## config.mk

```make
export PLATFORM = sky130hd
export DESIGN_NAME = km2d_div
export DESIGN_NICKNAME = d
export VERILOG_FILES = /design/src/sv/assert_macros.svh /design/src/sv/km2d_div.sv
export SDC_FILE = /design/constraint.sdc
export NUM_CORES = 1
export LEC_CHECK = 0
export BUFFER_PORTS_ARGS = -buffer_cell sky130_fd_sc_hd__buf_2
export CAP_MARGIN = 25
export CORE_MARGIN = 1.5
export CORE_UTILIZATION = 30
export CTS_BUF_LIST = sky130_fd_sc_hd__clkbuf_4 sky130_fd_sc_hd__clkbuf_8
export DETAILED_ROUTE_END_ITERATION = 16
export GPL_ROUTABILITY_DRIVEN = 0
export SLEW_MARGIN = 25
export SYNTH_ARGS = -nofsm -noshare
export SYNTH_HDL_FRONTEND = slang
export SYNTH_SLANG_ARGS = --single-unit
```

## constraint.sdc

```tcl
create_clock -name clk_i -period 5.2 [get_ports clk_i]
set_input_delay 0.78 -clock clk_i [delete_from_list [all_inputs] [get_ports clk_i]]
set_output_delay 0.78 -clock clk_i [all_outputs]
set_load 0.01 [all_outputs]
```

## src/sv/assert_macros.svh

```systemverilog
// Assertion helpers for the engine's top-level module.
`ifndef ASSERT_MACROS_SVH
`define ASSERT_MACROS_SVH

// Concurrent check on clk_i, switched off while rst_ni is low.
`define KM_ASSERT(lbl, prop, msg) \
  lbl: assert property (@(posedge clk_i) disable iff (!rst_ni) prop) else $error(msg);

// Same check with a generic message.
`define KM_CHECK(lbl, prop) `KM_ASSERT(lbl, prop, "km2d internal check failed")

`endif

```

## src/sv/km2d_div.sv

```systemverilog
// ----------------------------------------------------------------------------
// km2d_div
// Restoring divider, one quotient bit per cycle, for the centroid means.
// ----------------------------------------------------------------------------
module km2d_div #(
  parameter int NUM_W = 26,
  parameter int DEN_W = 11,
  parameter int QUO_W = 16
) (
  input  logic             clk_i,
  input  logic             rst_ni,
  input  logic             start_i,
  input  logic [NUM_W-1:0] num_i,
  input  logic [DEN_W-1:0] den_i,
  output logic             done_o,
  output logic [QUO_W-1:0] quo_o
);

  localparam int CNT_W = $clog2(NUM_W + 1);

  logic [NUM_W-1:0] num_q, num_d;
  logic [NUM_W-1:0] quo_q, quo_d;
  logic [DEN_W-1:0] den_q, den_d;
  logic [DEN_W-1:0] rem_q, rem_d;
  logic [CNT_W-1:0] cnt_q, cnt_d;
  logic             busy_q, busy_d;
  logic             done_q, done_d;
  logic [DEN_W:0]   rem_sh;
  logic             fits;

  always_comb begin
    rem_sh = {rem_q, num_q[NUM_W-1]};
    fits   = (rem_sh >= {1'b0, den_q});
    num_d  = num_q;
    quo_d  = quo_q;
    den_d  = den_q;
    rem_d  = rem_q;
    cnt_d  = cnt_q;
    busy_d = busy_q;
    done_d = 1'b0;
    if (start_i) begin
      num_d  = num_i;
      den_d  = den_i;
      rem_d  = '0;
      quo_d  = '0;
      cnt_d  = CNT_W'(NUM_W);
      busy_d = 1'b1;
    end else if (busy_q) begin
      num_d = {num_q[NUM_W-2:0], 1'b0};
      quo_d = {quo_q[NUM_W-2:0], fits};
      rem_d = fits ? DEN_W'(rem_sh - {1'b0, den_q}) : DEN_W'(rem_sh);
      cnt_d = cnt_q - CNT_W'(1);
      if (cnt_q == CNT_W'(1)) begin
        busy_d = 1'b0;
        done_d = 1'b1;
      end
    end
  end

  always_ff @(posedge clk_i or negedge rst_ni) begin
    if (!rst_ni) begin
      busy_q <= 1'b0;
      done_q <= 1'b0;
      cnt_q  <= '0;
    end else begin
      busy_q <= busy_d;
      done_q <= done_d;
      cnt_q  <= cnt_d;
    end
  end

  always_ff @(posedge clk_i) begin
    num_q <= num_d;
    quo_q <= quo_d;
    den_q <= den_d;
    rem_q <= rem_d;
  end

  assign done_o = done_q;
  assign quo_o  = quo_q[QUO_W-1:0];

endmodule

```

==> results.txt <==
Fin area: 4070 sq um
Post-cts resize count: 0
Worst-path fanout max: 14
Status: complete, no violations
Top cell family by delay on the critical path: compound AO/OA/AOI/OAI gates
Cell Rows: 38
Syn Nets: 339
Fmax: 395 MHz
Post-DP Area: 3830 sq um
Startpoint types: register
Share of layout cells above drive strength 1: 0.314
Inserted Clock Buffers: 9
Initial Util: 0.312
Die H: 110 um
Vias in the first global route: 2217
Sequential share of the synthesized area: 0.533
Setup TNS: 0 ps
DP HPWL: 4230 um
Leak: 0.00181 uW
Crit path buf inv count: 1
Setup violators final: 0
Initial antenna violation count: 1
Port Buf Inserts: 56
Worst EP arrival: 2800 ps
Setup crit start: num_q[25]$_DFFE_PP_
Cells along the critical path: inv_1 -> ha_1 -> fa_1 -> nor2b_1 -> o31a_1 -> o21ai_2 -> o21ai_4 -> mux2_4 -> a211oi_2
Reg2reg path depth: 9
Post-CTS Hold Fix Bufs: 0
DR vias/cell: 4.65
Largest area contributor in the netlist: edfxtp_1
Worst-Margin Slew: 979 ps
CTS clk-pin slew, worst paths: 80 ps
I/O pin cnt: 57
CP max-delay cell: o21ai_4
CTS sink count: 71
Commonest cells after routing, fill and taps aside: buf_2 (56), edfxtp_1 (37), nor2_1 (32), dfxtp_1 (27), mux2_2 (25)
Unrepaired setup endpoints after global routing: no
DIE WIDTH: 110 um
EDFF count, synth: 37
Root Buffer: clkbuf_8
Final worst-path cycle share: 0.487
First-pass GRT wire length: 10400 um
VDD IR max: 0.000239 V
CTS tree: done
Skew final: 8.40 ps
Layout Nets: 393
Reg2reg setup slack: 2670 ps
Slew Viols, Final: 0
Top_reg_cell synth: edfxtp_1
Critical Path RT: 5470 ps
Yosys warnings: 0
Wire per inst: 12.6 um
Worst r2r src: num_q[25]$_DFFE_PP_
Crit. End Element: register
Worst min-delay path class: primary input to async pin
Core area: 11000 sq um
DRC: 0
Mapped cell area: 3430 sq um
Max-Cap Viols: 0
Via count: 2251
DRT Pass-1 Iters: 4
Worst rel slew slack: 0.347
GRT Total Usage: 0.112
Kind of critical path: register to register
Clk buf depth: 2
Worst path depth: 9
H-tree depth: 3
Commonest non-fill, non-tap cell in the layout: buf_2
Post-synth cell types: 48
P&R area growth vs syn: 18.7%
FFs w/ async S/R, synth: 0.0986
Share of the synthesized area in the top cell type: 0.324
Largest net degree at the start of global routing: 49
Cell count after synthesis: 285
Tot Pwr: 1700 uW
Die area: 12100 sq um
P per Cell Area: 418 nW/um^2
Final Hold Fails: 0
Antenna Nets Post-Route: 0
# diodes: 0
Setup Fix Bufs, Post-CTS: 0
Wirelength, routed: 6080 um
DR iter-0 viols: 77
Worst-skew pair later-pin latency: 350 ps
Synth area leaders: edfxtp_1 (32%), dfxtp_1 (16%), mux2_2 (8.2%)
Syn Area/Cell: 12.0 sq um
Yosys reg bits: 71
GRT overflow: 0
Final worst path period need: 2530 ps
Crit path largest cell delay: 420 ps
-- final cells by class --
cell class / count / area, sq um
clock inverter: 7 / 119
inverter: 16 / 60.1
clock buffer: 9 / 124
sequential: 71 / 1830
fill: 1091 / 6910
tap: 140 / 175
multi-input combinational: 184 / 1480
timing repair buffer: 57 / 288
-- cell families after synthesis --
kind of cell	synth area share
AND/OR/NAND/NOR	0.117
flip-flops	0.533
multiplexers	0.148
AO/OA/AOI/OAI	0.0901
buffers and inverters	0.0365
adder cells (fa/ha/maj)	0.0533
XOR/XNOR	0.0230
-- stage by stage --
stage / hold slack (ps) / setup slack [ps] / util / cells
4_1_cts: 243 / 2630 / 0.371 / 484
6_report: 251 / 2670 / 0.371 / 484
3_5_place_dp: 483 / 2650 / 0.349 / 468
2_1_floorplan: 474 / 3050 / - / 285
5_1_grt: 251 / 2480 / 0.371 / 484
3_3_place_gp: 478 / 2680 / 0.349 / 468
-- cell usage after synthesis (3+ instances only) --
master / count
a21oi_1: 6
mux2_2: 25
o211ai_1: 3
a211oi_1: 7
nand2_1: 9
nor3_1: 4
dfrtp_1: 7
edfxtp_1: 37
ha_1: 13
nand2b_1: 7
nor4b_1: 3
nor2_1: 32
inv_1: 16
clkbuf_1: 8
xnor2_1: 8
buf_1: 4
nor4bb_1: 3
o21ai_0: 8
dfxtp_1: 27
mux2i_1: 21
-- flip-flops by register name (all words and copies together) (netlist names) --
signal and flops:
busy_q 1, cnt_q 5, den_q 11, done_o 1, num_q 26, quo_q 16, rem_q 11
-- power breakdown --
group / internal [uW] / leakage [uW] / switching (uW) / total, uW
Clock: 320 / 0.000124 / 213 / 533
Combinational: 222 / 0.00100 / 241 / 463
Sequential: 663 / 0.000681 / 42.2 / 705
-- final timing paths --
path                                         end
min in group clk_i         rem_q[4]$_SDFFE_PP0P_
min reg2reg                rem_q[4]$_SDFFE_PP0P_
max reg2reg                rem_q[0]$_SDFFE_PP0P_
max                        rem_q[0]$_SDFFE_PP0P_
min                         cnt_q[4]$_DFFE_PN0P_
max in group asynchronous       busy_q$_DFF_PN0_
-- worst reg2reg max path, cell delays in order, from the launching register on --
cell and delay [ps]:
edfxtp_1 320, inv_1 50, ha_1 220, fa_1 410, nor2b_1 150, o31a_1 190
o21ai_2 140, o21ai_4 420, mux2_4 350, a211oi_2 200
-- layer usage --
| layer | up-vias | GRT usage | part of all wire |
|---|---|---|---|
| met5 | - | 0 | 0 |
| met4 | 0 | 0.0640 | 0.021 |
| met3 | 11 | 0.0379 | 0.060 |
| met2 | 46 | 0.170 | 0.45 |
| met1 | 1053 | 0.139 | 0.47 |
| li1 | 1141 | - | - |
Power figures use the tool's default switching activity.
