[src/sv/assert_macros.svh]
// Assertion helpers for the engine's top-level module.
`ifndef ASSERT_MACROS_SVH
`define ASSERT_MACROS_SVH

// Concurrent check on clk_i, switched off while rst_ni is low.
`define KM_ASSERT(lbl, prop, msg) \
  lbl: assert property (@(posedge clk_i) disable iff (!rst_ni) prop) else $error(msg);

// Same check with a generic message.
`define KM_CHECK(lbl, prop) `KM_ASSERT(lbl, prop, "km2d internal check failed")

`endif

[src/sv/km2d_ram.sv]
// ----------------------------------------------------------------------------
// km2d_ram
// Single-port-write, single-port-read synchronous memory, registered read.
// ----------------------------------------------------------------------------
module km2d_ram #(
  parameter int DEPTH = 16,
  parameter int WIDTH = 8
) (
  input  logic                     clk_i,
  input  logic                     we_i,
  input  logic [$clog2(DEPTH)-1:0] waddr_i,
  input  logic [WIDTH-1:0]         wdata_i,
  input  logic                     re_i,
  input  logic [$clog2(DEPTH)-1:0] raddr_i,
  output logic [WIDTH-1:0]         rdata_o
);

  logic [WIDTH-1:0] mem [DEPTH];
  logic [WIDTH-1:0] rdata_q;

  always_ff @(posedge clk_i) begin
    if (we_i) begin
      mem[waddr_i] <= wdata_i;
    end
  end

  always_ff @(posedge clk_i) begin
    if (re_i) begin
      rdata_q <= mem[raddr_i];
    end
  end

  assign rdata_o = rdata_q;

endmodule

[config.mk]
export PLATFORM = sky130hd
export DESIGN_NAME = km2d_ram
export DESIGN_NICKNAME = d
export VERILOG_FILES = /design/src/sv/assert_macros.svh /design/src/sv/km2d_ram.sv
export SDC_FILE = /design/constraint.sdc
export NUM_CORES = 1
export LEC_CHECK = 0
export ABC_AREA = 1
export BUFFER_PORTS_ARGS = -buffer_cell sky130_fd_sc_hd__buf_2
export CAP_MARGIN = 20
export CORE_MARGIN = 2
export CORE_UTILIZATION = 43
export CTS_BUF_LIST = sky130_fd_sc_hd__clkbuf_4
export DETAILED_ROUTE_END_ITERATION = 16
export SLEW_MARGIN = 20
export SYNTH_ARGS = -nofsm -noshare
export SYNTH_HDL_FRONTEND = slang
export SYNTH_SLANG_ARGS = --single-unit
[constraint.sdc]
create_clock -name clk_i -period 1.4 [get_ports clk_i]
set_input_delay 0.21 -clock clk_i [delete_from_list [all_inputs] [get_ports clk_i]]
set_output_delay 0.21 -clock clk_i [all_outputs]
set_load 0.01 [all_outputs]
==> out/metrics.cfg, run 1 <==
[hold_path]
whs_path_depth = 1
worst_hold_path.endpoint = mem[6][2]$_DFFE_PP_
holdCritStartpoint = wdata_i[2]
hold_path.class = primary input to flip-flop

[cts]
cts_buffers = 17
clk-insertion-delay-late_ps = 550
root_buffer = clkbuf_4
clk_path_buf_depth = 2
clkSinkCount = 136
cts_tree = yes
clk_pin_slew_ps = 120
cts.htree.levels = 4

[drt]
wl_mm = 13.0
final_antenna_net_count = 0
drtIter0Drc = 361
drt-pass1-iter-count = 7
drc = 0
avgViaCountPerCell = 4.80
vias = 3800
routedWlPerCell_um = 16.5

[logic_synthesis]
synthXorXnorAreaFrac = 0
synthMuxAreaShare = 0
synthAdderAreaFrac = 0
yosysMostFrequentCell = nand2_1
netlist_instances = 551
syn_area_sq_um = 5850
synth-seq-cells = 136
synth-simple-area-share = 0.208
synth_warnings = 0
async_flop_share = 0
avgSynthCellArea_sq_um = 10.6
synth_common_cells = 173 x nand2_1, 136 x edfxtp_1, 100 x inv_1, 97 x nand3_1, 17 x nor2_1
yosys_most_used_dff = edfxtp_1
syn_nets = 570
synth_top_family_by_area = simple AND/OR/NAND/NOR gates
yosysUniqueCellTypes = 11
synth_edf_count = 136
yosys-top-cells-area = edfxtp_1 70%, nand2_1 11%, nand3_1 8.3%, inv_1 6.4%, buf_6 1.2%
synth_top_area_share = 0.698
seq_area_frac_synth = 0.698
synth_compound_area_frac = 0
synth_top_cell_by_area = edfxtp_1

[global_routing]
first_global_vias = 3593
grtUsageTotal = 0.196
grt_overflow = 0
grt_max_degree = 33
grt_pass1_wl_mm = 20.6
antenna_found_initial = 1

[timing]
setup_tns_ps = 0
post-route-min-period_ps = 1370
tightestPinTransition_ps = 584
fin_crit_sh = 0.979
finClkSkew_ps = 17.7
fmax_mhz = 730
hold_viol = 0
slew_headroom = 0.610
drv_slew = 0
setup_viol = 0
rsz0062_at_grt = true

[setup_path]
path_max_fanout = 1
path_class = flip-flop to output port
crit_arrival_ps = 1160
slowest_stage = edfxtp_1
critical-path-top-delay-family = flip-flops
rr_startpoint = mem[5][4]$_DFFE_PP_
crit_path_end_kind = output port
worstPathCellList = buf_6
path_buf_inv = 1
required_ps = 1190
crit_path_max_incr_delay_ps = 460
start_kind = flip-flop
r2r-end = rdata_o[4]$_DFFE_PP_
reg2regPathDepth = 6
r2r_slack_ps = 260

[die]
core_sq_um = 13200
initial_core_util = 0.442
fp.dieW_um = 121
row_count = 42
ioPinCount = 27
dieArea_sq_um = 14500
die_h_um = 121

[layout]
area_growth_pct = 13.7
drive_gt1_frac = 0.140
utilization = 0.502
postLayoutCellArea_sq_um = 6650
nFillCells = 1222
nNetsFinal = 621

[power_and_ir_drop]
power_leakage_nw = 2.86
pwr-share-comb = 0.077
seqPwrFrac = 0.590
p_clk_frac = 0.332
peakVddDrop_v = 0.000492
switchingPower_mw = 1.82
p_sw_frac = 0.233
finalPower_mw = 7.81
intPower_mw = 5.99
power_per_cell_area_nw_per_um2 = 1170

[place]
hpwl_mm = 8.22
postPlaceCellArea_sq_um = 6320
place_congestion = 0.832
io_buffer_count = 26

[status]
outcome = finished clean

[flow_run]
maxCapViolations = 0

-- power by group through the flow --
stage	clock, mW	sequential [mW]	combinational (mW)
2_1_floorplan	0	4.70	0.322
3_5_place_dp	0	4.70	0.596
6_report	2.60	4.61	0.605
5_1_grt	2.81	4.62	0.672
3_3_place_gp	0	4.70	0.589
4_1_cts	2.64	4.61	0.604
-- routing by layer --
| metal | track usage | part of all wire |
|---|---|---|
| met1 | 0.283 | 0.49 |
| met2 | 0.290 | 0.45 |
| met3 | 0.0410 | 0.048 |
| met4 | 0.0792 | 0.020 |
| met5 | 0 | 0 |
-- placed cells by master (no fill, tap or decap) --
cell type,Yosys,routed
nand2_1,173,173
edfxtp_1,136,136
inv_1,100,100
nand3_1,97,97
buf_4,4,23
buf_2,13,22
nor2_1,17,17
clkbuf_4,0,17
buf_12,0,6
clkinvlp_4,0,4
clkinv_2,0,4
buf_6,6,4
clkinv_1,0,3
bufinv_16,0,3
inv_2,2,2
nand3b_1,2,2
diode_2,0,1
clkinv_4,0,1
dlygate4sd3_1,0,1
-- sequential cells by signal, summed over array words and instances (netlist names) --
register	flops
mem	128
rdata_o	8
-- worst max path at each step --
stage / startpoint / endpoint / slack (ps) / cells past startpoint
after floorplan: waddr_i[2] / mem[10][0]$_DFFE_PP_ / 240 / 2
after global placement: raddr_i[0] / rdata_o[1]$_DFFE_PP_ / -40 / 8
after detailed placement: raddr_i[0] / rdata_o[1]$_DFFE_PP_ / -30 / 8
after CTS: rdata_o[1]$_DFFE_PP_ / rdata_o[1] / -5 / 1
after global routing: rdata_o[0]$_DFFE_PP_ / rdata_o[0] / -30 / 1
final: rdata_o[0]$_DFFE_PP_ / rdata_o[0] / 30 / 1
-- cells by family (layout without fill, tap and decap cells) --
kind of cell | Yosys count | in the layout
buf+inv | 126 | 190
flops | 136 | 136
other cells | 0 | 1
simple gates | 289 | 289
-- cell type report --
class / count / area [sq um] / area share
well taps: 176 / 220 / 0.0331
diodes: 1 / 2.50 / 0.000376
flip-flops and latches: 136 / 4080 / 0.614
clock inverters: 15 / 160 / 0.0241
repair buffers: 56 / 458 / 0.0689
multi-input cells: 289 / 1210 / 0.183
inverters: 102 / 383 / 0.0576
clock buffers: 17 / 128 / 0.0192
-- what timing repair did --
| action | in CTS | in global routing |
|---|---|---|
| endpoints found under the setup margin | 2 | 4 |
| hold buffers | 0 | 1 |
| buffers inserted | 0 | 0 |
| gates resized for setup | 3 | 2 |
| endpoints found under the hold margin | 0 | 4 |
-- stage by stage --
stage               worst slack, ps  cells  hold slack, ps
floorplan                       239    551             309
global placement              -36.0    758             595
detailed placement            -33.9    758             595
CTS                           -5.20    790           0.567
global route                  -33.6    792            56.5
finish                         29.5    792            64.2
Power figures use the tool's default switching activity.
==> run 2, diff against run 1 <==
- ABC_AREA: 1 -> unset
- TNS_END_PERCENT: unset -> 5
==> run 2 against run 1 <==
Critical endpoint is now rdata_o[3]$_DFFE_PP_. Routed wire length is 25% lower. Total power is 2.5% higher. Combinational power is 24% lower. Non-clock buffer count is 1 higher. Register-to-register slack worse by 300 ps. Sequential share of layout area is 6.1 points higher. The flow now finishes with violations (setup timing). Core utilization is 0.36 points higher. Hold slack better by 1.1 ps. Final cell count is 42% lower.
==> out/metrics.cfg, run 2 <==
[power_and_ir_drop]
switchingPower_mw = 1.62
pwr-share-comb = 0.057
peakVddDrop_v = 0.000543
finalPower_mw = 8.01
seqPwrFrac = 0.575
p_clk_frac = 0.368
power_leakage_nw = 2.02
intPower_mw = 6.39
power_per_cell_area_nw_per_um2 = 1320
p_sw_frac = 0.202

[place]
hpwl_mm = 6.51
postPlaceCellArea_sq_um = 5690
place_congestion = 0.754
io_buffer_count = 26
pre_cts_ws_ps = -413

[logic_synthesis]
synth_edf_count = 136
seq_area_frac_synth = 0.781
yosysMostFrequentCell = edfxtp_1
synth_top_family_by_area = multiplexers
synth_top_area_share = 0.781
yosys_most_used_dff = edfxtp_1
synth-simple-area-share = 0.0314
yosysUniqueCellTypes = 18
syn_nets = 248
netlist_instances = 229
synth_warnings = 0
synthXorXnorAreaFrac = 0
syn_area_sq_um = 5230
synthMuxAreaShare = 0.148
synth-seq-cells = 136
yosys-top-cells-area = edfxtp_1 78%, mux4_2 7.8%, mux4_1 7.0%, a22oi_1 2.3%, nor2_1 0.93%
synth_common_cells = 136 x edfxtp_1, 18 x mux4_2, 16 x a22oi_1, 14 x mux4_1, 13 x nor2_1
avgSynthCellArea_sq_um = 22.8
async_flop_share = 0
synth_compound_area_frac = 0.0230
synth_top_cell_by_area = edfxtp_1
synthAdderAreaFrac = 0

[global_routing]
grt_overflow = 0
grt_max_degree = 17
globalRouteMet3Util = 0.0503
gr-max-usage-layer = met2
antenna_found_initial = 1
first_global_vias = 2581
grt_pass1_wl_mm = 15.1
gr-usage-met2 = 0.262
grt_use_met1 = 0.224
grtUsageTotal = 0.168

[layout]
drive_gt1_frac = 0.393
utilization = 0.506
nFillCells = 939
final_common_cell = edfxtp_1
layout_common_cells = 136 x edfxtp_1, 29 x buf_4, 28 x mux4_2
nNetsFinal = 314
area_growth_pct = 15.7
largest_reg_flops = 128
top_register = mem
postLayoutCellArea_sq_um = 6050

[cts]
clk_pin_slew_ps = 110
clk-insertion-delay-late_ps = 510
cts_buffers = 17
cts_hold_buf = 0
clkSinkCount = 136
cts.htree.levels = 4
root_buffer = clkbuf_4
clk_path_buf_depth = 2
cts_tree = yes

[die]
fp.dieW_um = 114
dieArea_sq_um = 13100
row_count = 40
core_sq_um = 12000
ioPinCount = 27
initial_core_util = 0.437
die_h_um = 114

[timing]
post-route-min-period_ps = 1440
setup_tns_ps = -36.6
drv_slew = 0
rsz0062_at_grt = true
finClkSkew_ps = 11.4
slew_headroom = 0.428
fmax_mhz = 696
tightestPinTransition_ps = 856
hold_viol = 0
fin_ws_ps = -36.6
fin_crit_sh = 1.03
setup_viol = 1

[setup_path]
start_kind = flip-flop
crit_path_end_kind = flip-flop
required_ps = 1660
path_max_fanout = 1
crit_path_max_incr_delay_ps = 490
worstPathCellList = mux4_2 -> a22oi_2 -> nand2_1
path_class = flip-flop to flip-flop
crit_arrival_ps = 1700
slowest_stage = mux4_2

[flow_run]
maxCapViolations = 0

[status]
outcome = finished with violations
violations = setup timing

[drt]
routedWlPerCell_um = 21.5
vias = 2468
avgViaCountPerCell = 5.41
wl_mm = 9.80
final_antenna_net_count = 0
drtIter0Drc = 196
drc = 0
drt-pass1-iter-count = 4

[hold_path]
hold_path.class = primary input to flip-flop

-- run 2: through the flow --
step	hold slack [ps]	cells
2_1_floorplan	309	229
3_3_place_gp	594	423
3_5_place_dp	594	423
4_1_cts	8.36	455
5_1_grt	3.93	456
6_report	65.2	456
-- run 2: cells by family after synthesis --
logic type,count (synthesis)
buffers and inverters,10
AO/OA/AOI/OAI,16
multiplexers,32
AND/OR/NAND/NOR,35
flip-flops,136
-- run 2: path summary, 6_finish.rpt --
path	start	to	slack, ps	cells after the start
worst max-delay path	mem[3][3]$_DFFE_PP_	rdata_o[3]$_DFFE_PP_	-40	3
worst min-delay path	wdata_i[0]	mem[4][0]$_DFFE_PP_	70	1
worst max register to register	mem[3][3]$_DFFE_PP_	rdata_o[3]$_DFFE_PP_	-40	3
worst min register to register	mem[0][0]$_DFFE_PP_	rdata_o[0]$_DFFE_PP_	760	3
-- run 2: routing by layer --
metal  part of all wire  wire length (um)
met5                  0                 0
met4             0.0093                91
met3              0.052               512
met2               0.50              4900
met1               0.44              4300
-- run 2: cell type report --
class	count	area (sq um)	share of cell area
Antenna cell	1	2.50	0.000414
Clock inverter	14	205	0.0339
Tap cell	147	184	0.0304
Clock buffer	18	135	0.0223
Multi-Input combinational cell	83	1050	0.174
Sequential cell	136	4080	0.675
Timing Repair Buffer	57	388	0.0641
-- run 2: critical path: cells and delay by family, from the launching register on --
| family | cells | cell delay, ps |
|---|---|---|
| simple gates | 1 | 90 |
| compound gates | 1 | 230 |
| mux | 1 | 490 |
| flops | 1 | 390 |
-- run 2: repair_timing --
action | in CTS | in global routing
hold endpoints to repair | 0 | 0
pin swaps | 0 | 1
resized for setup | 4 | 4
setup endpoints to repair | 7 | 9
setup buffers | 0 | 0
-- run 2: power groups by stage --
stage          clock (mW)  sequential [mW]  combinational [mW]
4_1_cts              3.03             4.61               0.461
2_1_floorplan           0             4.70               0.240
3_3_place_gp            0             4.70               0.447
6_report             2.95             4.60               0.458
3_5_place_dp            0             4.70               0.454
5_1_grt              3.19             4.61               0.502
